==> config.mk <==
export PLATFORM = sky130hd
export DESIGN_NAME = svg_ctrl
export DESIGN_NICKNAME = d
export VERILOG_FILES = /design/src/svg_pkg.sv /design/src/svg_ctrl.sv
export SDC_FILE = /design/constraint.sdc
export NUM_CORES = 1
export LEC_CHECK = 0
export BUFFER_PORTS_ARGS = -buffer_cell sky130_fd_sc_hd__buf_2
export CORE_AREA = 2 2 42 44
export DETAILED_ROUTE_END_ITERATION = 10
export DIE_AREA = 0 0 44 46
export GPL_TIMING_DRIVEN = 0
export PLACE_DENSITY_LB_ADDON = 0.15
export SYNTH_ARGS = -nofsm -noshare
export SYNTH_HDL_FRONTEND = slang
export SYNTH_SLANG_ARGS = --single-unit
==> constraint.sdc <==
create_clock -name clk -period 2.2 [get_ports clk]
set_clock_uncertainty 0.2 [all_clocks]
set_input_delay 0.44 -clock clk [delete_from_list [all_inputs] [get_ports clk]]
set_output_delay 0.44 -clock clk [all_outputs]
set_load 0.05 [all_outputs]
==> src/svg_pkg.sv <==
// ----------------------------------------------------------------------------
// svg_pkg
// types, constants and tables of the shape vertex generator
// ----------------------------------------------------------------------------
`timescale 1ns / 1ps

package svg_pkg;

  localparam int MAX_SEGMENTS   = 63;
  localparam int BEZIER_SAMPLES = 8;
  localparam int FRAC_BITS      = 8;
  localparam int RECT_RESULTS   = 6;

  localparam int SEG_W  = $clog2(MAX_SEGMENTS + 1);
  localparam int IDX_W  = SEG_W;
  localparam int BZ_IW  = $clog2(BEZIER_SAMPLES);
  localparam int BZ_SH  = 3 * BZ_IW;
  localparam int BZ_W_W = BZ_SH + 1;
  localparam int BZ_ACC_W = BZ_W_W + 16;
  localparam int RND_SH = 30 - FRAC_BITS;

  localparam logic [31:0] HALF_PI_Q30 = 32'h6487ED51;

  localparam int DIV_W     = 40;
  localparam int DVS_W     = 8;
  localparam int DIV_RADIX = 4;
  localparam int DIV_STEPS = DIV_W / DIV_RADIX;
  localparam int DIV_CW    = $clog2(DIV_STEPS);

  localparam logic [1:0] KIND_CIRCLE = 2'd0;
  localparam logic [1:0] KIND_RECT   = 2'd1;
  localparam logic [1:0] KIND_BEZIER = 2'd2;

  localparam logic [2:0] REG_KIND   = 3'd0;
  localparam logic [2:0] REG_SIZE_A = 3'd1;
  localparam logic [2:0] REG_SIZE_B = 3'd2;
  localparam logic [2:0] REG_BZ0    = 3'd3;
  localparam logic [2:0] REG_BZ1    = 3'd4;
  localparam logic [2:0] REG_BZ2    = 3'd5;
  localparam logic [2:0] REG_BZ3    = 3'd6;

  localparam logic [4:0] OP_NONE    = 5'd0;
  localparam logic [4:0] OP_LOAD    = 5'd1;
  localparam logic [4:0] OP_PH_DIV  = 5'd2;
  localparam logic [4:0] OP_PH_WB   = 5'd3;
  localparam logic [4:0] OP_MUL_X   = 5'd4;
  localparam logic [4:0] OP_WB_X    = 5'd5;
  localparam logic [4:0] OP_MUL_X2  = 5'd6;
  localparam logic [4:0] OP_WB_X2   = 5'd7;
  localparam logic [4:0] OP_MUL_TS  = 5'd8;
  localparam logic [4:0] OP_DIV_TS  = 5'd9;
  localparam logic [4:0] OP_WB_TS   = 5'd10;
  localparam logic [4:0] OP_MUL_TC  = 5'd11;
  localparam logic [4:0] OP_DIV_TC  = 5'd12;
  localparam logic [4:0] OP_WB_TC   = 5'd13;
  localparam logic [4:0] OP_QUAD    = 5'd14;
  localparam logic [4:0] OP_MUL_OX  = 5'd15;
  localparam logic [4:0] OP_WB_OX   = 5'd16;
  localparam logic [4:0] OP_MUL_OY  = 5'd17;
  localparam logic [4:0] OP_WB_OY   = 5'd18;
  localparam logic [4:0] OP_EMIT_C  = 5'd19;
  localparam logic [4:0] OP_CLOSE   = 5'd20;
  localparam logic [4:0] OP_RECT    = 5'd21;
  localparam logic [4:0] OP_BZ_CLR  = 5'd22;
  localparam logic [4:0] OP_BZ_MX   = 5'd23;
  localparam logic [4:0] OP_BZ_MY   = 5'd24;
  localparam logic [4:0] OP_BZ_ACC  = 5'd25;
  localparam logic [4:0] OP_BZ_EMIT = 5'd26;

  typedef struct packed {
    logic [1:0]       shape_kind;
    logic [15:0]      size_a;
    logic [15:0]      size_b;
    logic [3:0][31:0] bezier_point;
  } cfg_t;

  typedef struct packed {
    logic [4:0] op;
  } cmd_t;

  typedef struct packed {
    logic div_done;
    logic k_last;
    logic i_last;
    logic bk_last;
  } status_t;

  function automatic logic [DVS_W-1:0] sin_divisor(input logic [2:0] k);
    logic [DVS_W-1:0] d;
    case (k)
      3'd1:    d = 8'd6;
      3'd2:    d = 8'd20;
      3'd3:    d = 8'd42;
      3'd4:    d = 8'd72;
      3'd5:    d = 8'd110;
      3'd6:    d = 8'd156;
      3'd7:    d = 8'd210;
      default: d = 8'd1;
    endcase
    return d;
  endfunction

  function automatic logic [DVS_W-1:0] cos_divisor(input logic [2:0] k);
    logic [DVS_W-1:0] d;
    case (k)
      3'd1:    d = 8'd2;
      3'd2:    d = 8'd12;
      3'd3:    d = 8'd30;
      3'd4:    d = 8'd56;
      3'd5:    d = 8'd90;
      3'd6:    d = 8'd132;
      3'd7:    d = 8'd182;
      default: d = 8'd1;
    endcase
    return d;
  endfunction

  function automatic logic [BZ_W_W-1:0] bz_weight(input logic [BZ_IW-1:0] i,
                                                  input logic [1:0] k);
    logic [BZ_W_W-1:0] a;
    logic [BZ_W_W-1:0] b;
    logic [BZ_W_W-1:0] w;
    a = BZ_W_W'(BEZIER_SAMPLES) - BZ_W_W'(i);
    b = BZ_W_W'(i);
    unique case (k)
      2'd0: w = BZ_W_W'(a * a * a);
      2'd1: w = BZ_W_W'(3 * a * a * b);
      2'd2: w = BZ_W_W'(3 * a * b * b);
      2'd3: w = BZ_W_W'(b * b * b);
    endcase
    return w;
  endfunction

endpackage

==> src/svg_ctrl.sv <==
// ----------------------------------------------------------------------------
// svg_ctrl
// sequencer that steps the datapath through one shape
// ----------------------------------------------------------------------------
`timescale 1ns / 1ps

module svg_ctrl (
  input  logic             clk,
  input  logic             rst_n,
  input  logic             start,
  input  logic [1:0]       shape_kind,
  input  svg_pkg::status_t status,
  output svg_pkg::cmd_t    cmd,
  output logic             busy
);
  import svg_pkg::*;

  localparam logic [4:0] S_IDLE    = 5'd0;
  localparam logic [4:0] S_PH_DIV  = 5'd1;
  localparam logic [4:0] S_PH_WAIT = 5'd2;
  localparam logic [4:0] S_MUL_X   = 5'd3;
  localparam logic [4:0] S_WB_X    = 5'd4;
  localparam logic [4:0] S_MUL_X2  = 5'd5;
  localparam logic [4:0] S_WB_X2   = 5'd6;
  localparam logic [4:0] S_MUL_TS  = 5'd7;
  localparam logic [4:0] S_DIV_TS  = 5'd8;
  localparam logic [4:0] S_WAIT_TS = 5'd9;
  localparam logic [4:0] S_MUL_TC  = 5'd10;
  localparam logic [4:0] S_DIV_TC  = 5'd11;
  localparam logic [4:0] S_WAIT_TC = 5'd12;
  localparam logic [4:0] S_QUAD    = 5'd13;
  localparam logic [4:0] S_MUL_OX  = 5'd14;
  localparam logic [4:0] S_WB_OX   = 5'd15;
  localparam logic [4:0] S_MUL_OY  = 5'd16;
  localparam logic [4:0] S_WB_OY   = 5'd17;
  localparam logic [4:0] S_EMIT_C  = 5'd18;
  localparam logic [4:0] S_CLOSE   = 5'd19;
  localparam logic [4:0] S_RECT    = 5'd20;
  localparam logic [4:0] S_BZ_CLR  = 5'd21;
  localparam logic [4:0] S_BZ_MX   = 5'd22;
  localparam logic [4:0] S_BZ_MY   = 5'd23;
  localparam logic [4:0] S_BZ_ACC  = 5'd24;
  localparam logic [4:0] S_BZ_EMIT = 5'd25;

  logic [4:0] state_r, state_nxt;

  always_comb begin
    state_nxt = state_r;
    cmd.op    = OP_NONE;
    case (state_r)
      S_IDLE: begin
        if (start) begin
          cmd.op = OP_LOAD;
          unique case (shape_kind)
            KIND_CIRCLE: state_nxt = S_PH_DIV;
            KIND_RECT:   state_nxt = S_RECT;
            KIND_BEZIER: state_nxt = S_BZ_CLR;
            default:     state_nxt = S_IDLE;
          endcase
        end
      end
      S_PH_DIV: begin
        cmd.op    = OP_PH_DIV;
        state_nxt = S_PH_WAIT;
      end
      S_PH_WAIT: begin
        if (status.div_done) begin
          cmd.op    = OP_PH_WB;
          state_nxt = S_MUL_X;
        end
      end
      S_MUL_X:  begin cmd.op = OP_MUL_X;  state_nxt = S_WB_X;   end
      S_WB_X:   begin cmd.op = OP_WB_X;   state_nxt = S_MUL_X2; end
      S_MUL_X2: begin cmd.op = OP_MUL_X2; state_nxt = S_WB_X2;  end
      S_WB_X2:  begin cmd.op = OP_WB_X2;  state_nxt = S_MUL_TS; end
      S_MUL_TS: begin cmd.op = OP_MUL_TS; state_nxt = S_DIV_TS; end
      S_DIV_TS: begin cmd.op = OP_DIV_TS; state_nxt = S_WAIT_TS; end
      S_WAIT_TS: begin
        if (status.div_done) begin
          cmd.op    = OP_WB_TS;
          state_nxt = S_MUL_TC;
        end
      end
      S_MUL_TC: begin cmd.op = OP_MUL_TC; state_nxt = S_DIV_TC; end
      S_DIV_TC: begin cmd.op = OP_DIV_TC; state_nxt = S_WAIT_TC; end
      S_WAIT_TC: begin
        if (status.div_done) begin
          cmd.op    = OP_WB_TC;
          state_nxt = status.k_last ? S_QUAD : S_MUL_TS;
        end
      end
      S_QUAD:   begin cmd.op = OP_QUAD;   state_nxt = S_MUL_OX; end
      S_MUL_OX: begin cmd.op = OP_MUL_OX; state_nxt = S_WB_OX;  end
      S_WB_OX:  begin cmd.op = OP_WB_OX;  state_nxt = S_MUL_OY; end
      S_MUL_OY: begin cmd.op = OP_MUL_OY; state_nxt = S_WB_OY;  end
      S_WB_OY:  begin cmd.op = OP_WB_OY;  state_nxt = S_EMIT_C; end
      S_EMIT_C: begin
        cmd.op    = OP_EMIT_C;
        state_nxt = status.i_last ? S_CLOSE : S_PH_DIV;
      end
      S_CLOSE: begin
        cmd.op    = OP_CLOSE;
        state_nxt = S_IDLE;
      end
      S_RECT: begin
        cmd.op    = OP_RECT;
        state_nxt = status.i_last ? S_IDLE : S_RECT;
      end
      S_BZ_CLR: begin cmd.op = OP_BZ_CLR; state_nxt = S_BZ_MX; end
      S_BZ_MX:  begin cmd.op = OP_BZ_MX;  state_nxt = S_BZ_MY; end
      S_BZ_MY:  begin cmd.op = OP_BZ_MY;  state_nxt = S_BZ_ACC; end
      S_BZ_ACC: begin
        cmd.op    = OP_BZ_ACC;
        state_nxt = status.bk_last ? S_BZ_EMIT : S_BZ_MX;
      end
      S_BZ_EMIT: begin
        cmd.op    = OP_BZ_EMIT;
        state_nxt = status.i_last ? S_IDLE : S_BZ_CLR;
      end
      default: state_nxt = S_IDLE;
    endcase
  end

  always_ff @(posedge clk) begin
    if (!rst_n) begin
      state_r <= S_IDLE;
    end else begin
      state_r <= state_nxt;
    end
  end

  assign busy = (state_r != S_IDLE);

endmodule

==> out/summary.txt, run 1 <==
CTS sink cnt: 5
worst slew pin tran: 0.372 ns
largest net degree at the start of global routing: 20
Clock Root Buffer: clkbuf_4
Reg clk slew, reported paths: 0.05 ns
failing checks: negative setup slack
largest fanout on the critical path: 10
drc violations: 0
Setup Crit Path Kind: flop to output port
clock share of power: 6.6%
drt total wl: 2560 um
Final Hold Vio Count: 0
WHS Path Cells: 2
Fillers: 146
fmax: 448 MHz
met1 GRT Util: 36.9%
Yosys cell types: 45
Maximum Capacitance Violations: 0
initial core utilization: 50.5%
Core Region: 0.00161 sq mm
Netlist Area Pre-Place: 816 sq um
sequential share of the synthesized area: 12.3%
crit-path max cell delay: 0.30 ns
WP data required: 1.56 ns
WL/cell: 16.5 um
H-tree Lvls: 1
dpl cell area: 926 sq um
number of core rows: 15
ys flop type: dfxtp_1
final setup vio count: 1
CP arrival: 1.59 ns
I/O pin total: 15
final instance area: 0.00107 sq mm
placer congestion estimate: 0.921
largest registers: state_r (5)
PwrDens: 1540 mW/mm^2
status: complete, but fails checks
Nets: 150
worst setup slack after layout: -0.0342 ns
Die X: 44 um
max FFs per register: 5
sequential share of power: 10.3%
synth warn: 0
hpwl dp: 1750 um
layer with the highest usage: met2
internal power: 740 uW
first-pass GRT wire length: 4030 um
Top reg by flops: state_r
DR iter-0 viols: 64
r2r worst-path depth: 8
Buffers on Ports: 13
Synthesized Nets: 131
Area growth, synth to finish: 31.0%
ys async rst share: 0%
sw frac: 54.9%
startpoint types: flop
headroom to the max-slew limit: 75.1%
number of global-route vias before repair: 886
clk buf depth: 2
antenna violations before repair: 0
share of cells above drive strength 1: 37.7%
Leakage: 0.000411 uW
CP Cell Sequence: buf_6 > or2_4 > o32a_1 > a21oi_2 > a311oi_2 > buf_6
GR Util All Layers: 26.3%
worst min path class: primary input to flop
Logic pwr share: 83.2%
Die ar.: 0.00202 sq mm
RSZ-0062 raised after global routing: yes
setup slack at placement: -0.150 ns
Peak supply drop: 0.000872 V
antenna fix cells: 0
aggregate global routing overflow: 0
CTS tree: built
Syn Inst Count: 120
number of routed nets with antenna violations: 0
number of synthesized flops with an enable pin: 0
CP Depth: 6
syn_area_per_cell: 6.80 sq um
most frequent cells in the layout: nand2_1 (10), a21oi_1 (10), nor2_1 (10)
share of the core filled with cells: 66.2%
drt via density: 6.59
Final Max Tran Viols: 0
CP Capture Type: output port
met2 Usage GRT: 38.8%
Die Y: 46 um
via count: 1,021
total CTS buffers: 3
clk_lat worst skew: 0.24 ns
CP top delay family: compound AO/OA/AOI/OAI gates
final period utilization: 102%
grt met3 use: 8.73%
Critical path buffers and inverters: 2
slowest CP cell: dfxtp_1
Pre-antenna DRT Iters: 4
Critical Path Most Common Cell: buf_6
switching power: 902 uW
minimum clock period: 2.23 ns
#FFs+latches synth: 5
worst paths after layout:
| check | start | endpoint | slack (ns) |
|---|---|---|---|
| setup / recovery | state_r[1] | cmd[3] | -0.03 |
| hold / removal | rst_n | state_r[3] | 0.26 |
| setup reg to reg | state_r[1] | state_r[1] | 0.18 |
| hold reg to reg | state_r[4] | state_r[0] | 0.41 |
routing by layer:
layer | up-vias | wire length [um] | part of all wire (%)
li1 | 483 | - | -
met1 | 470 | 1040 | 41
met2 | 66 | 1220 | 48
met3 | 2 | 287 | 11
met4 | 0 | 12 | 0.47
met5 | - | 0 | 0
synthesized netlist by cell type (all sizes together) (2+ instances only):
library cell / count / area share, %
or2: 2 / 2.1
nand2b: 4 / 3.1
o32ai: 3 / 4.1
a311oi: 3 / 3.2
nor3: 3 / 1.8
nor2: 11 / 5.1
dfxtp: 5 / 12
nand4: 2 / 1.5
or3: 3 / 2.3
nor4: 3 / 3.1
a21oi: 13 / 8.0
nor2b: 4 / 3.1
inv: 6 / 2.8
buf: 11 / 8.7
nand2: 12 / 5.5
ha: 2 / 3.1
o21ai: 9 / 6.0
a32oi: 2 / 2.1
o32a: 2 / 2.5
o22ai: 2 / 1.5
logic make-up after synthesis:
| group | share of synthesized area (%) |
|---|---|
| xor+xnor | 1.07 |
| fa+ha+maj | 3.07 |
| simple gates | 33.1 |
| compound gates | 37.1 |
| flops | 12.3 |
| buf+inv | 12.1 |
| mux | 1.23 |
power by group through the flow:
stage / Combinational (uW) / Sequential (uW) / Clock [uW]
3_5_place_dp: 1150 / 155 / 0
6_report: 1370 / 169 / 108
4_1_cts: 1290 / 158 / 110
3_3_place_gp: 1140 / 154 / 0
5_1_grt: 1450 / 171 / 119
2_1_floorplan: 931 / 146 / 0
timing repair:
action                                  in CTS  in global routing
hold endpoints to repair                     0                  0
pin swaps                                    5                  2
setup buffers                                3                  1
hold buffers                                 0                  0
endpoints found under the setup margin       5                  6
gates resized for setup                     25                 12
worst reg2reg max path, stage by stage (launching register included):
cell and delay (ns):
dfxtp_1 0.31, buf_6 0.13, or2_4 0.15, buf_4 0.13
buf_4 0.16, nor2_1 0.07, a22o_1 0.24, or2_4 0.28
a221oi_2 0.24
cell type report:
type                            instances  area, sq um  area share, %
Multi-Input combinational cell         97          668           62.5
Sequential cell                         5          106           9.95
Clock buffer                            4         26.3           2.46
Tap cell                               17         21.3           1.99
Buffer                                  9         98.8           9.25
Inverter                                6         25.0           2.34
Timing Repair Buffer                   17          123           11.5
per-stage QoR:
step                      cells  hold WS (ns)  TNS (ns)  total power [uW]
after floorplan             120         0.354    -0.331              1080
after global placement      150         0.416    -0.251              1290
after detailed placement    150         0.400    -0.346              1300
after CTS                   154         0.262   -0.0547              1560
after global routing        155         0.280    -0.275              1740
final                       155         0.262   -0.0342              1640
Power figures use the tool's default switching activity.
==> run 2: changes to the inputs <==
--- a/config.mk
+++ b/config.mk
@@ -6,9 +6,9 @@
 export NUM_CORES = 1
 export LEC_CHECK = 0
 export BUFFER_PORTS_ARGS = -buffer_cell sky130_fd_sc_hd__buf_2
-export CORE_AREA = 2 2 42 44
+export CORE_AREA = 2 2 52 54
 export DETAILED_ROUTE_END_ITERATION = 10
-export DIE_AREA = 0 0 44 46
+export DIE_AREA = 0 0 54 56
 export GPL_TIMING_DRIVEN = 0
 export PLACE_DENSITY_LB_ADDON = 0.15
 export SYNTH_ARGS = -nofsm -noshare
==> run 2 against run 1 <==
Compared with the run above: largest cell class unchanged; clock power is essentially flat; cell count up 14%; core utilization shrank 17 points; largest power group unchanged; critical path depth unchanged; clock-buffer cell count unchanged; hold slack gained 0.014 ns; maximum frequency fell by 1.2%; sequential share of layout area down 0.69 points; critical endpoint unchanged; worst setup slack worse by 0.027 ns; design area is 11% higher; register-to-register slack gained 0.05 ns; via count rose by 3.9%; the run still ends with negative setup slack left.
==> out/summary.txt, run 2 (synthesized netlist as in run 1, its figures left out) <==
status: complete, but fails checks
failing checks: negative setup slack
minimum clock period: 2.26 ns
worst slew pin tran: 0.373 ns
share of cells above drive strength 1: 44.9%
Clock Root Buffer: clkbuf_4
WP data required: 1.56 ns
initial core utilization: 33.5%
dpl cell area: 942 sq um
number of routed nets with antenna violations: 0
WL/cell: 15.8 um
GR Util All Layers: 18.8%
CP Capture Type: output port
most frequent cells in the layout: buf_4 (15), a21oi_1 (10), nand2_1 (9), nor2_1 (9), buf_6 (8)
number of core rows: 18
PwrDens: 1520 mW/mm^2
largest net degree at the start of global routing: 11
Die ar.: 0.00302 sq mm
clk_lat worst skew: 0.24 ns
CP arrival: 1.62 ns
Final Hold Vio Count: 0
share of the core filled with cells: 48.9%
Reg clk slew, reported paths: 0.04 ns
Maximum Capacitance Violations: 0
antenna violations before repair: 0
hpwl dp: 1910 um
Nets: 159
Worst R2R Setup Slack: 0.23 ns
Peak supply drop: 0.000847 V
Setup TNS: -0.0613 ns
first-pass GRT wire length: 4370 um
Final Max Tran Viols: 0
largest registers: state_r (5)
Fillers: 243
worst min path class: primary input to flop
via count: 1,061
final instance area: 0.00119 sq mm
largest fanout on the critical path: 8
total CTS buffers: 3
antenna fix cells: 0
Core Region: 0.00243 sq mm
H-tree Lvls: 1
Setup Crit Path Kind: flop to output port
max FFs per register: 5
final period utilization: 103%
Leakage: 0.000462 uW
I/O pin total: 15
Multi-input gate area: 681 sq um
drc violations: 0
number of global-route vias before repair: 952
DR iter-0 viols: 69
final setup vio count: 1
most common cell after layout, fill and taps aside: buf_4
aggregate global routing overflow: 0
Post-CTS Hold Fix Bufs: 0
area occupied by registers: 110 sq um
worst setup slack after layout: -0.0613 ns
RSZ-0062 raised after global routing: yes
Buffers on Ports: 13
headroom to the max-slew limit: 74.8%
Die Y: 56 um
clk buf depth: 2
Pre-antenna DRT Iters: 4
Die X: 54 um
Top reg by flops: state_r
Area growth, synth to finish: 45.7%
Total Power: 1810 uW
drt via density: 5.99
startpoint types: flop
CTS tree: built
CTS sink cnt: 5
fmax: 442 MHz
drt total wl: 2790 um
placer congestion estimate: 0.884
## run 2: stage by stage
stage	hold slack, ns	worst slack (ns)	cells
2_1_floorplan	0.354	-0.202	120
3_3_place_gp	0.434	-0.175	163
3_5_place_dp	0.430	-0.198	163
4_1_cts	0.270	-0.0401	167
5_1_grt	0.282	-0.106	177
6_report	0.276	-0.0613	177
## run 2: cell type report
cell class	count	share of cell area (%)
multi-input cells	97	57.3
repair buffers	25	16.2
flip-flops and latches	5	9.26
plain buffers	10	9.26
well taps	30	3.16
inverters	6	2.63
clock buffers	4	2.21
## run 2: what timing repair did
action | in CTS | in global routing
setup endpoints to repair | 5 | 6
resized for setup | 34 | 16
setup buffers | 2 | 10
pin swaps | 4 | 4
## run 2: layer usage
layer / vias up / GRT usage (%) / wire [um]
li1: 502 / - / -
met1: 477 / 26.6 / 1150
met2: 76 / 28.7 / 1310
met3: 6 / 4.03 / 281
met4: 0 / 4.29 / 48
met5: - / 0 / 0
## run 2: power by group
group          leakage [uW]  internal (uW)  total, uW  switching (uW)
Combinational      0.000404            650       1520             868
Sequential        0.0000432            134        182            47.9
Clock             0.0000150           68.6        106            37.9
## run 2: final timing paths
path                            depth (start not counted)        from          to
worst max register to register                          7  state_r[1]  state_r[2]
worst max-delay path                                    6  state_r[1]      cmd[3]
worst min-delay path                                    2       rst_n  state_r[3]
worst min register to register                          3  state_r[4]  state_r[0]
## run 2: worst max-delay path, cell delays in order, from the launching register on
cell and delay, ns:
dfxtp_1 0.30, buf_6 0.13, or2_4 0.24, o32a_1 0.32, a21oi_2 0.15, a311oi_2 0.06, buf_6 0.17
