`src/svg_pkg.sv`:
```
// ----------------------------------------------------------------------------
// svg_pkg
// types, constants and tables of the shape vertex generator
// ----------------------------------------------------------------------------
`timescale 1ns / 1ps

package svg_pkg;

  localparam int MAX_SEGMENTS   = 63;
  localparam int BEZIER_SAMPLES = 8;
  localparam int FRAC_BITS      = 8;
  localparam int RECT_RESULTS   = 6;

  localparam int SEG_W  = $clog2(MAX_SEGMENTS + 1);
  localparam int IDX_W  = SEG_W;
  localparam int BZ_IW  = $clog2(BEZIER_SAMPLES);
  localparam int BZ_SH  = 3 * BZ_IW;
  localparam int BZ_W_W = BZ_SH + 1;
  localparam int BZ_ACC_W = BZ_W_W + 16;
  localparam int RND_SH = 30 - FRAC_BITS;

  localparam logic [31:0] HALF_PI_Q30 = 32'h6487ED51;

  localparam int DIV_W     = 40;
  localparam int DVS_W     = 8;
  localparam int DIV_RADIX = 4;
  localparam int DIV_STEPS = DIV_W / DIV_RADIX;
  localparam int DIV_CW    = $clog2(DIV_STEPS);

  localparam logic [1:0] KIND_CIRCLE = 2'd0;
  localparam logic [1:0] KIND_RECT   = 2'd1;
  localparam logic [1:0] KIND_BEZIER = 2'd2;

  localparam logic [2:0] REG_KIND   = 3'd0;
  localparam logic [2:0] REG_SIZE_A = 3'd1;
  localparam logic [2:0] REG_SIZE_B = 3'd2;
  localparam logic [2:0] REG_BZ0    = 3'd3;
  localparam logic [2:0] REG_BZ1    = 3'd4;
  localparam logic [2:0] REG_BZ2    = 3'd5;
  localparam logic [2:0] REG_BZ3    = 3'd6;

  localparam logic [4:0] OP_NONE    = 5'd0;
  localparam logic [4:0] OP_LOAD    = 5'd1;
  localparam logic [4:0] OP_PH_DIV  = 5'd2;
  localparam logic [4:0] OP_PH_WB   = 5'd3;
  localparam logic [4:0] OP_MUL_X   = 5'd4;
  localparam logic [4:0] OP_WB_X    = 5'd5;
  localparam logic [4:0] OP_MUL_X2  = 5'd6;
  localparam logic [4:0] OP_WB_X2   = 5'd7;
  localparam logic [4:0] OP_MUL_TS  = 5'd8;
  localparam logic [4:0] OP_DIV_TS  = 5'd9;
  localparam logic [4:0] OP_WB_TS   = 5'd10;
  localparam logic [4:0] OP_MUL_TC  = 5'd11;
  localparam logic [4:0] OP_DIV_TC  = 5'd12;
  localparam logic [4:0] OP_WB_TC   = 5'd13;
  localparam logic [4:0] OP_QUAD    = 5'd14;
  localparam logic [4:0] OP_MUL_OX  = 5'd15;
  localparam logic [4:0] OP_WB_OX   = 5'd16;
  localparam logic [4:0] OP_MUL_OY  = 5'd17;
  localparam logic [4:0] OP_WB_OY   = 5'd18;
  localparam logic [4:0] OP_EMIT_C  = 5'd19;
  localparam logic [4:0] OP_CLOSE   = 5'd20;
  localparam logic [4:0] OP_RECT    = 5'd21;
  localparam logic [4:0] OP_BZ_CLR  = 5'd22;
  localparam logic [4:0] OP_BZ_MX   = 5'd23;
  localparam logic [4:0] OP_BZ_MY   = 5'd24;
  localparam logic [4:0] OP_BZ_ACC  = 5'd25;
  localparam logic [4:0] OP_BZ_EMIT = 5'd26;

  typedef struct packed {
    logic [1:0]       shape_kind;
    logic [15:0]      size_a;
    logic [15:0]      size_b;
    logic [3:0][31:0] bezier_point;
  } cfg_t;

  typedef struct packed {
    logic [4:0] op;
  } cmd_t;

  typedef struct packed {
    logic div_done;
    logic k_last;
    logic i_last;
    logic bk_last;
  } status_t;

  function automatic logic [DVS_W-1:0] sin_divisor(input logic [2:0] k);
    logic [DVS_W-1:0] d;
    case (k)
      3'd1:    d = 8'd6;
      3'd2:    d = 8'd20;
      3'd3:    d = 8'd42;
      3'd4:    d = 8'd72;
      3'd5:    d = 8'd110;
      3'd6:    d = 8'd156;
      3'd7:    d = 8'd210;
      default: d = 8'd1;
    endcase
    return d;
  endfunction

  function automatic logic [DVS_W-1:0] cos_divisor(input logic [2:0] k);
    logic [DVS_W-1:0] d;
    case (k)
      3'd1:    d = 8'd2;
      3'd2:    d = 8'd12;
      3'd3:    d = 8'd30;
      3'd4:    d = 8'd56;
      3'd5:    d = 8'd90;
      3'd6:    d = 8'd132;
      3'd7:    d = 8'd182;
      default: d = 8'd1;
    endcase
    return d;
  endfunction

  function automatic logic [BZ_W_W-1:0] bz_weight(input logic [BZ_IW-1:0] i,
                                                  input logic [1:0] k);
    logic [BZ_W_W-1:0] a;
    logic [BZ_W_W-1:0] b;
    logic [BZ_W_W-1:0] w;
    a = BZ_W_W'(BEZIER_SAMPLES) - BZ_W_W'(i);
    b = BZ_W_W'(i);
    unique case (k)
      2'd0: w = BZ_W_W'(a * a * a);
      2'd1: w = BZ_W_W'(3 * a * a * b);
      2'd2: w = BZ_W_W'(3 * a * b * b);
      2'd3: w = BZ_W_W'(b * b * b);
    endcase
    return w;
  endfunction

endpackage

```
`src/svg_div.sv`:
```
// ----------------------------------------------------------------------------
// svg_div
// iterative unsigned divider, four quotient bits per cycle
// ----------------------------------------------------------------------------
`timescale 1ns / 1ps

module svg_div (
  input  logic                     clk,
  input  logic                     rst_n,
  input  logic                     start,
  input  logic [svg_pkg::DIV_W-1:0] dividend,
  input  logic [svg_pkg::DVS_W-1:0] divisor,
  output logic                     done,
  output logic [svg_pkg::DIV_W-1:0] quotient
);
  import svg_pkg::*;

  logic [DIV_W-1:0]  dq_r, dq_nxt;
  logic [DVS_W-1:0]  dvs_r;
  logic [DVS_W-1:0]  rem_r, rem_nxt;
  logic [DIV_CW-1:0] cnt_r;
  logic              run_r;
  logic              done_r;

  always_comb begin
    logic [DVS_W:0] t;
    dq_nxt  = dq_r;
    rem_nxt = rem_r;
    for (int j = 0; j < DIV_RADIX; j++) begin
      t = {rem_nxt, dq_nxt[DIV_W-1]};
      if (t >= {1'b0, dvs_r}) begin
        rem_nxt = DVS_W'(t - {1'b0, dvs_r});
        dq_nxt  = {dq_nxt[DIV_W-2:0], 1'b1};
      end else begin
        rem_nxt = t[DVS_W-1:0];
        dq_nxt  = {dq_nxt[DIV_W-2:0], 1'b0};
      end
    end
  end

  always_ff @(posedge clk) begin
    if (!rst_n) begin
      run_r  <= 1'b0;
      done_r <= 1'b0;
      cnt_r  <= '0;
    end else begin
      done_r <= 1'b0;
      if (start) begin
        run_r <= 1'b1;
        cnt_r <= '0;
      end else if (run_r) begin
        cnt_r <= DIV_CW'(cnt_r + 1'b1);
        if (cnt_r == DIV_CW'(DIV_STEPS - 1)) begin
          run_r  <= 1'b0;
          done_r <= 1'b1;
        end
      end
    end
  end

  always_ff @(posedge clk) begin
    if (start) begin
      dq_r  <= dividend;
      dvs_r <= divisor;
      rem_r <= '0;
    end else if (run_r) begin
      dq_r  <= dq_nxt;
      rem_r <= rem_nxt;
    end
  end

  assign done     = done_r;
  assign quotient = dq_r;

endmodule

```
`src/svg_datapath.sv`:
```
// ----------------------------------------------------------------------------
// svg_datapath
// shared multiplier, divider, trig series and result registers
// ----------------------------------------------------------------------------
`timescale 1ns / 1ps

module svg_datapath (
  input  logic                    clk,
  input  logic                    rst_n,
  input  svg_pkg::cmd_t           cmd,
  input  svg_pkg::cfg_t           cfg,
  input  logic signed [15:0]      in_origin_x,
  input  logic signed [15:0]      in_origin_y,
  input  logic [31:0]             in_depth_z,
  input  logic [15:0]             in_first_vertex_slot,
  input  logic [15:0]             in_first_index_slot,
  output svg_pkg::status_t        status,
  output logic                    out_strobe,
  output logic                    out_vertex_valid,
  output logic [16:0]             out_vertex_slot,
  output logic signed [31:0]      out_pos_x,
  output logic signed [31:0]      out_pos_y,
  output logic [31:0]             out_pos_z,
  output logic signed [31:0]      out_tex_u,
  output logic signed [31:0]      out_tex_v,
  output logic                    out_index_valid,
  output logic [16:0]             out_index_slot,
  output logic [16:0]             out_index_value,
  output logic                    out_last
);
  import svg_pkg::*;

  localparam logic signed [33:0] Q30_ONE_S = 34'sd1 <<< 30;
  localparam logic [32:0]        Q30_ONE_U = 33'd1 << 30;
  localparam int                 FS_W      = BZ_ACC_W + FRAC_BITS + 1;

  logic signed [15:0] ox_r, oy_r;
  logic [31:0]        z_r;
  logic [15:0]        vs_r, is_r;
  logic [SEG_W-1:0]   n_r;
  logic [IDX_W-1:0]   i_r;
  logic [2:0]         k_r;
  logic [1:0]         bk_r;
  logic [31:0]        phase_r;
  logic [30:0]        x_r;
  logic [31:0]        x2_r;
  logic [32:0]        ts_r, tc_r;
  logic signed [33:0] sn_r, cs_r, c_r, s_r;
  logic [63:0]        prod_r;
  logic signed [31:0] ix_r, iy_r;
  logic [BZ_ACC_W-1:0] accx_r, accy_r;

  logic                strobe_r;
  logic                vval_r, ival_r, last_r;
  logic [16:0]         vslot_r, islot_r, ival_v_r;
  logic signed [31:0]  px_r, py_r, tu_r, tv_r;
  logic [31:0]         pz_r;

  logic [SEG_W-1:0]   n_clamp;
  logic [31:0]        mul_a, mul_b;
  logic [63:0]        prod_nxt;
  logic [33:0]        c_mag, s_mag;
  logic               div_start, div_done;
  logic [DIV_W-1:0]   div_dividend, div_q;
  logic [DVS_W-1:0]   div_divisor;
  logic signed [33:0] term_s;
  logic [BZ_W_W-1:0]  bz_w;
  logic [31:0]        bz_pt;
  logic signed [31:0] ox_fx, oy_fx;
  logic               rc_x, rc_y;
  logic [2:0]         r_off;
  logic signed [31:0] rect_x, rect_y;
  logic [FS_W-1:0]    fsx, fsy;
  logic signed [31:0] fx, fy;
  logic               i_last;

  function automatic logic signed [31:0] round_off(input logic [63:0] p, input logic neg);
    logic [48:0] sum;
    logic [31:0] mag;
    sum = {1'b0, p[47:0]} + (49'd1 << (RND_SH - 1));
    mag = 32'(sum >> RND_SH);
    return neg ? -signed'(mag) : signed'(mag);
  endfunction

  always_comb begin
    if (cfg.size_b == 16'd0) begin
      n_clamp = SEG_W'(1);
    end else if (cfg.size_b > 16'(MAX_SEGMENTS)) begin
      n_clamp = SEG_W'(MAX_SEGMENTS);
    end else begin
      n_clamp = cfg.size_b[SEG_W-1:0];
    end
  end

  assign c_mag = c_r[33] ? 34'(-c_r) : 34'(c_r);
  assign s_mag = s_r[33] ? 34'(-s_r) : 34'(s_r);
  assign bz_w  = bz_weight(i_r[BZ_IW-1:0], bk_r);
  assign bz_pt = cfg.bezier_point[bk_r];

  always_comb begin
    mul_a = '0;
    mul_b = '0;
    unique case (cmd.op)
      OP_MUL_X: begin
        mul_a = {2'b0, phase_r[29:0]};
        mul_b = HALF_PI_Q30;
      end
      OP_MUL_X2: begin
        mul_a = {1'b0, x_r};
        mul_b = {1'b0, x_r};
      end
      OP_MUL_TS: begin
        mul_a = ts_r[31:0];
        mul_b = x2_r;
      end
      OP_MUL_TC: begin
        mul_a = tc_r[31:0];
        mul_b = x2_r;
      end
      OP_MUL_OX: begin
        mul_a = c_mag[31:0];
        mul_b = {16'b0, cfg.size_a};
      end
      OP_MUL_OY: begin
        mul_a = s_mag[31:0];
        mul_b = {16'b0, cfg.size_a};
      end
      OP_BZ_MX: begin
        mul_a = 32'(bz_w);
        mul_b = {16'b0, bz_pt[15:0]};
      end
      OP_BZ_MY: begin
        mul_a = 32'(bz_w);
        mul_b = {16'b0, bz_pt[31:16]};
      end
      default: ;
    endcase
  end

  assign prod_nxt = mul_a * mul_b;

  always_comb begin
    div_start    = 1'b0;
    div_dividend = '0;
    div_divisor  = '0;
    unique case (cmd.op)
      OP_PH_DIV: begin
        div_start    = 1'b1;
        div_dividend = DIV_W'({i_r, 32'b0});
        div_divisor  = DVS_W'(n_r);
      end
      OP_DIV_TS: begin
        div_start    = 1'b1;
        div_dividend = DIV_W'(prod_r[62:30]);
        div_divisor  = sin_divisor(k_r);
      end
      OP_DIV_TC: begin
        div_start    = 1'b1;
        div_dividend = DIV_W'(prod_r[62:30]);
        div_divisor  = cos_divisor(k_r);
      end
      default: ;
    endcase
  end

  svg_div u_div (
    .clk      (clk),
    .rst_n    (rst_n),
    .start    (div_start),
    .dividend (div_dividend),
    .divisor  (div_divisor),
    .done     (div_done),
    .quotient (div_q)
  );

  assign term_s = signed'({1'b0, div_q[32:0]});

  assign ox_fx = 32'(ox_r) <<< FRAC_BITS;
  assign oy_fx = 32'(oy_r) <<< FRAC_BITS;

  always_comb begin
    rc_x  = 1'b0;
    rc_y  = 1'b0;
    r_off = 3'd0;
    case (i_r[2:0])
      3'd0: begin rc_y = 1'b1; r_off = 3'd0; end
      3'd1: begin r_off = 3'd1; end
      3'd2: begin rc_x = 1'b1; r_off = 3'd2; end
      3'd3: begin rc_x = 1'b1; rc_y = 1'b1; r_off = 3'd0; end
      3'd4: begin r_off = 3'd2; end
      3'd5: begin r_off = 3'd3; end
      default: ;
    endcase
  end

  assign rect_x = (32'(ox_r) + (rc_x ? signed'({16'b0, cfg.size_a}) : 32'sd0)) <<< FRAC_BITS;
  assign rect_y = (32'(oy_r) + (rc_y ? signed'({16'b0, cfg.size_b}) : 32'sd0)) <<< FRAC_BITS;

  assign fsx = FS_W'({accx_r, {FRAC_BITS{1'b0}}}) + (FS_W'(1) << (BZ_SH - 1));
  assign fsy = FS_W'({accy_r, {FRAC_BITS{1'b0}}}) + (FS_W'(1) << (BZ_SH - 1));
  assign fx  = signed'(32'(fsx >> BZ_SH));
  assign fy  = signed'(32'(fsy >> BZ_SH));

  always_comb begin
    unique case (cfg.shape_kind)
      KIND_CIRCLE: i_last = (i_r == IDX_W'(n_r - 1'b1));
      KIND_RECT:   i_last = (i_r == IDX_W'(RECT_RESULTS - 1));
      KIND_BEZIER: i_last = (i_r == IDX_W'(BEZIER_SAMPLES - 1));
      default:     i_last = 1'b1;
    endcase
  end

  assign status.div_done = div_done;
  assign status.k_last   = (k_r == 3'd7);
  assign status.i_last   = i_last;
  assign status.bk_last  = (bk_r == 2'd3);

  always_ff @(posedge clk) begin
    if (!rst_n) begin
      strobe_r <= 1'b0;
    end else begin
      strobe_r <= (cmd.op == OP_EMIT_C) || (cmd.op == OP_CLOSE) ||
                  (cmd.op == OP_RECT) || (cmd.op == OP_BZ_EMIT);
    end
  end

  always_ff @(posedge clk) begin
    unique case (cmd.op)
      OP_LOAD: begin
        ox_r <= in_origin_x;
        oy_r <= in_origin_y;
        z_r  <= in_depth_z;
        vs_r <= in_first_vertex_slot;
        is_r <= in_first_index_slot;
        n_r  <= n_clamp;
        i_r  <= '0;
      end
      OP_PH_WB: phase_r <= div_q[31:0];
      OP_MUL_X, OP_MUL_X2, OP_MUL_TS, OP_MUL_TC, OP_MUL_OX, OP_MUL_OY, OP_BZ_MX: begin
        prod_r <= prod_nxt;
      end
      OP_WB_X: x_r <= prod_r[60:30];
      OP_WB_X2: begin
        x2_r <= prod_r[61:30];
        ts_r <= {2'b0, x_r};
        tc_r <= Q30_ONE_U;
        sn_r <= signed'({3'b0, x_r});
        cs_r <= Q30_ONE_S;
        k_r  <= 3'd1;
      end
      OP_WB_TS: begin
        ts_r <= div_q[32:0];
        sn_r <= k_r[0] ? 34'(sn_r - term_s) : 34'(sn_r + term_s);
      end
      OP_WB_TC: begin
        tc_r <= div_q[32:0];
        cs_r <= k_r[0] ? 34'(cs_r - term_s) : 34'(cs_r + term_s);
        k_r  <= 3'(k_r + 1'b1);
      end
      OP_QUAD: begin
        unique case (phase_r[31:30])
          2'd0: begin c_r <= cs_r;  s_r <= sn_r;  end
          2'd1: begin c_r <= -sn_r; s_r <= cs_r;  end
          2'd2: begin c_r <= -cs_r; s_r <= -sn_r; end
          2'd3: begin c_r <= sn_r;  s_r <= -cs_r; end
        endcase
      end
      OP_WB_OX: ix_r <= round_off(prod_r, c_r[33]);
      OP_WB_OY: iy_r <= round_off(prod_r, s_r[33]);
      OP_EMIT_C: begin
        vval_r   <= 1'b1;
        vslot_r  <= {1'b0, vs_r} + 17'(i_r);
        px_r     <= ox_fx + ix_r;
        py_r     <= oy_fx + iy_r;
        pz_r     <= z_r;
        tu_r     <= ix_r;
        tv_r     <= iy_r;
        ival_r   <= 1'b1;
        islot_r  <= {1'b0, is_r} + 17'(i_r);
        ival_v_r <= {1'b0, vs_r} + 17'(i_r);
        last_r   <= 1'b0;
        i_r      <= IDX_W'(i_r + 1'b1);
      end
      OP_CLOSE: begin
        vval_r   <= 1'b0;
        vslot_r  <= '0;
        px_r     <= '0;
        py_r     <= '0;
        pz_r     <= '0;
        tu_r     <= '0;
        tv_r     <= '0;
        ival_r   <= 1'b1;
        islot_r  <= {1'b0, is_r} + 17'(n_r);
        ival_v_r <= {1'b0, vs_r};
        last_r   <= 1'b1;
      end
      OP_RECT: begin
        vval_r   <= (i_r < IDX_W'(4));
        vslot_r  <= (i_r < IDX_W'(4)) ? {1'b0, vs_r} + 17'(i_r) : '0;
        px_r     <= (i_r < IDX_W'(4)) ? rect_x : '0;
        py_r     <= (i_r < IDX_W'(4)) ? rect_y : '0;
        pz_r     <= (i_r < IDX_W'(4)) ? z_r : '0;
        tu_r     <= (i_r < IDX_W'(4) && rc_x) ? 32'sd1 <<< FRAC_BITS : '0;
        tv_r     <= (i_r < IDX_W'(4) && rc_y) ? 32'sd1 <<< FRAC_BITS : '0;
        ival_r   <= 1'b1;
        islot_r  <= {1'b0, is_r} + 17'(i_r);
        ival_v_r <= {1'b0, vs_r} + 17'(r_off);
        last_r   <= i_last;
        i_r      <= IDX_W'(i_r + 1'b1);
      end
      OP_BZ_CLR: begin
        accx_r <= '0;
        accy_r <= '0;
        bk_r   <= 2'd0;
      end
      OP_BZ_MY: begin
        accx_r <= BZ_ACC_W'(accx_r + prod_r[BZ_ACC_W-1:0]);
        prod_r <= prod_nxt;
      end
      OP_BZ_ACC: begin
        accy_r <= BZ_ACC_W'(accy_r + prod_r[BZ_ACC_W-1:0]);
        bk_r   <= 2'(bk_r + 1'b1);
      end
      OP_BZ_EMIT: begin
        vval_r   <= 1'b1;
        vslot_r  <= {1'b0, vs_r} + 17'(i_r);
        px_r     <= ox_fx + fx;
        py_r     <= oy_fx + fy;
        pz_r     <= z_r;
        tu_r     <= '0;
        tv_r     <= '0;
        ival_r   <= 1'b1;
        islot_r  <= {1'b0, is_r} + 17'(i_r);
        ival_v_r <= {1'b0, vs_r} + 17'(i_r);
        last_r   <= i_last;
        i_r      <= IDX_W'(i_r + 1'b1);
      end
      default: ;
    endcase
  end

  assign out_strobe       = strobe_r;
  assign out_vertex_valid = vval_r;
  assign out_vertex_slot  = vslot_r;
  assign out_pos_x        = px_r;
  assign out_pos_y        = py_r;
  assign out_pos_z        = pz_r;
  assign out_tex_u        = tu_r;
  assign out_tex_v        = tv_r;
  assign out_index_valid  = ival_r;
  assign out_index_slot   = islot_r;
  assign out_index_value  = ival_v_r;
  assign out_last         = last_r;

endmodule

```
`config.mk`:
```
export PLATFORM = sky130hd
export DESIGN_NAME = svg_datapath
export DESIGN_NICKNAME = d
export VERILOG_FILES = /design/src/svg_pkg.sv /design/src/svg_div.sv /design/src/svg_datapath.sv
export SDC_FILE = /design/constraint.sdc
export NUM_CORES = 2
export LEC_CHECK = 0
export BUFFER_PORTS_ARGS = -buffer_cell sky130_fd_sc_hd__buf_2
export CAP_MARGIN = 0
export CORE_MARGIN = 2
export CORE_UTILIZATION = 35
export DETAILED_ROUTE_END_ITERATION = 10
export MAX_ROUTING_LAYER = met4
export PLACE_DENSITY = 0.54
export SLEW_MARGIN = 20
export SYNTH_ARGS = -nofsm -noshare
export SYNTH_HDL_FRONTEND = slang
export SYNTH_SLANG_ARGS = --single-unit
```
`constraint.sdc`:
```
create_clock -name clk -period 21.7 [get_ports clk]
set_input_delay 1.085 -clock clk [delete_from_list [all_inputs] [get_ports clk]]
set_output_delay 1.085 -clock clk [all_outputs]
set_load 0.05 [all_outputs]
```
==> results.txt <==
The width of the die is between 500 and 600 um. The endpoint arrival time on the critical path came out at 17.61 ns. The number of antenna violations at the first check in global routing is 33. The per-instance average area after synthesis came out at between 9 and 10 sq um. The final routed DRC violation total came out at 1. The max-capacitance violation count came out at 0. The number of filler cells placed in the layout came out at around 25,000. The root buffer cell chosen for the clock tree is clkbuf_16. The total power draw came out at 0.00606 W. The floorplan step defined a die boundary enclosing 0.260 sq mm. The netlist uses 91 different library cells. The number of global-route vias before repair came out at a little over 70,000. The clock reaches the later pin of the worst-skew pair after ~0.76 ns. The layout cell share with drive strength beyond 1 came out at roughly 10%.

The remaining antenna violation count after routing came out at 0. The final worst-path setup slack came out at 4.59 ns. The average wire per cell in the routed design came out at roughly 24 um. The number of clock sinks came out at 861.

The dominant register cell in the synthesized netlist is edfxtp_1. Among all stages on the critical path, the largest delay is contributed by a221oi_1. Headroom to the max-slew limit came out at between 20% and 30%.

Detailed placement ended at an HPWL of approximately 250 mm. The total number of nets in the final design came out at 11,500. The number of buffers added by the clock tree synthesis step came out at 99. At the end of routability-driven placement, the weighted congestion stood at between 0.9 and 1. The maximum vdd ir drop came out at ~0.00022 V. The clock-pin slew reported for the worst setup and hold paths after clock tree synthesis is roughly 0.060 ns.

The total grt overflow came out at 0. TritonCTS built the clock tree. The hold buffer count at CTS came out at 0. Combinational cells account for 36.9% of the total power. The maximum clock frequency came out at between 0.05 and 0.06 GHz.

The per-cell via count in the routed design is 5.41. The first-pass GRT wire length is roughly 470 mm. The number of levels the H-tree was split into came out at 3. In this run switching power makes up ~36% of total power. The number of placed instances with taps included came out at between 10,000 and 15,000. Cell internal power was estimated by the tool at between 0.003 and 0.004 W. The checks that failed: design-rule violations. At the pin with the least slew margin, the transition time is 1.09 ns. The share of the Yosys chip area taken by registers is between 20 and 30%.

Summed over all cells, the static leakage comes to 43.1 nW. The clock network burns 30.0% of the power. The iteration-0 DRC count of the detailed router came out at approximately 6,200. The largest buffer count on any clock path is 3. The routed layout has 71,000 vias. Once the clock tree was built, the setup fixing pass inserted 0 buffers.

Counting flops with an async set or reset pin after synthesis yields a share of 0%. The flow ran to the end, but the final reports show violations. The final routed wirelength across all metal layers is between 300 and 400 mm. The number of ports placed on the die boundary is around 480.

The overall routing resource usage came out at 24.8%. The final critical path time including I/O delays and setup is about 17 ns. The post-CTS resize count came out at 0. The vertical die dimension came out at ~510 um.

The maximum fanout encountered on the critical timing path came out at 43. The source of the worst hold timing path is u_div.cnt_r[3]. For this run, the detailed router's first-pass iteration total came to 11. The type of destination of the critical path is a register. STA puts the critical path data required time at between 20 and 25 ns. In this run the critical register-to-register path is launched from i_r[0]. The filler-free cell count of the finished design came out at around 13,000. The synthesized design contains approximately 850 enable-type register cells. Once the floorplan was initialized, standard cells occupied between 30% and 40% of the core. Tracing the worst setup path back leads to its startpoint at i_r[0].

Per report_power, the sequential group accounts for about a third of the total. The count of final max-slew check failures is 0. After synthesis the cells add up to between 0.08 and 0.09 sq mm.

The core region is between 0.2 and 0.3 sq mm. The largest stage delay on the critical path came out at roughly 0.85 ns. Prior to clock tree synthesis, the placed netlist has a worst setup slack of between 4 and 5 ns.

The most frequent cell on the critical path is fa_1. The final number of setup-violating endpoints is 0. The number of endpoints with negative hold slack in the final report came to 0.

The nature of the critical path startpoint is a register. The post-synthesis sequential element count is 861. The net switching power is 0.00220 W. The clock skew is 0.0502 ns.

Buffers placed on the I/O ports in this run total a little under 500. The power per standard cell area is around 61 mW/mm^2. The classification of the worst setup path is register to register.

The largest net degree at the start of global routing is between 90 and 100. The area growth from synthesis to layout came out at 11.2%. The final total negative setup slack is 0 ns. Setup repair after global routing left no endpoint under its margin. The post-route fraction of the period consumed by the critical path came out at 78.9%. The total number of yosys warnings came out at 0. In this run the worst hold path is classified as register to register.

The final core utilization came out at around two fifths. The floorplan has 185 rows. The post-synthesis instance total is ~9,300.
==> placed cells by master (no fill, tap or decap), types with 33 or more instances in the layout <==
cell type,n
clkbuf_16,99
a31oi_1,43
a22oi_1,90
o21ai_0,346
o21a_1,58
diode_2,47
nand2_1,1312
and2_1,333
a221oi_1,33
xor2_1,252
or3_1,65
a21o_1,138
fa_1,938
buf_4,133
edfxtp_1,846
nor3_1,115
a21oi_1,358
o31ai_1,51
and3_1,63
o21bai_1,52
mux4_2,34
nand2b_1,80
xnor2_1,371
nor2b_1,142
o211ai_1,36
inv_1,1155
nand3_1,180
buf_2,482
or2_2,48
nor2_1,523
a211oi_1,56
ha_1,651
nand4_1,55
==> cell usage after synthesis (252+ instances only) <==
library cell     n  area (sq um)
inv_1         1155          4340
a21oi_1        361          1810
ha_1           651          8150
nand2_1       1313          4930
xnor2_1        371          3250
o21ai_0        354          1770
xor2_1         252          2210
nor2_1         540          2030
fa_1           938         18800
clkbuf_1       385          1450
edfxtp_1       846         25400
and2_1         333          2080
==> through the flow <==
step / hold WS (ns) / instance area [sq um]
6_report: 0.486 / 99600
5_1_grt: 0.467 / 99600
4_1_cts: 0.431 / 99400
3_5_place_dp: 0.477 / 95900
3_3_place_gp: 0.476 / 95900
2_1_floorplan: 0.424 / 89500
==> cell type report <==
cell class                 count  area (sq um)  area share, %
timing repair buffer         620          3500           3.51
clock inverter                71           940          0.944
inverter                    1159          4350           4.37
multi-input combinational   6876         58200           58.5
clock buffer                 115          2540           2.55
sequential                   861         25700           25.8
antenna                       47           118          0.118
tap                         3366          4210           4.23
==> layer usage <==
layer  vias up  wire [um]  GRT usage [%]
li1      31900          -              -
met1     35800     125000           29.8
met2      2720     152000           40.5
met3       556      21800           3.70
met4         0      17800           12.7
met5         -          0              -
==> critical path, delay by kind of cell, from the launching register on <==
kind / cells / cell delay [ns]
flops: 1 / 0.32
simple gates: 8 / 1.37
buf+inv: 13 / 1.94
xor+xnor: 3 / 0.44
compound gates: 13 / 4.18
fa+ha+maj: 19 / 8.56
==> flip-flops by register name, indices dropped and copies added, names as in the netlist, 33 cells and up <==
| name | count |
|---|---|
| c_r | 33 |
| cs_r | 34 |
| sn_r | 34 |
| u_div.quotient | 40 |
| prod_r | 63 |
| s_r | 33 |
==> kinds of logic (layout without fill, tap and decap cells) <==
group                    after synthesis  after routing  synth area share, %
AND/OR/NAND/NOR                     3068           3068                 16.0
adder cells (fa/ha/maj)             1589           1589                 30.1
XOR/XNOR                             625            625                 6.15
flip-flops                           861            861                 28.7
multiplexers                          77             77                 1.35
buffers and inverters               1583           1965                 6.66
AO/OA/AOI/OAI                       1512           1512                 11.0
other                                  2             52              0.00839
==> power groups by stage <==
stage	sequential (W)	combinational (W)	clock (W)
after floorplan	0.00203	0.00155	0
after global placement	0.00204	0.00219	0
after detailed placement	0.00204	0.00221	0
after CTS	0.00200	0.00223	0.00185
after global routing	0.00201	0.00245	0.00191
final	0.00200	0.00224	0.00182
==> final timing paths <==
path                                    to  slack (ns)  depth (start not counted)
worst max register to register  prod_r[61]        4.59                         56
worst min register to register  u_div.done        0.49                          2
worst min-delay path            u_div.done        0.49                          2
worst max-delay path            prod_r[61]        4.59                         56
Power figures use the tool's default switching activity.
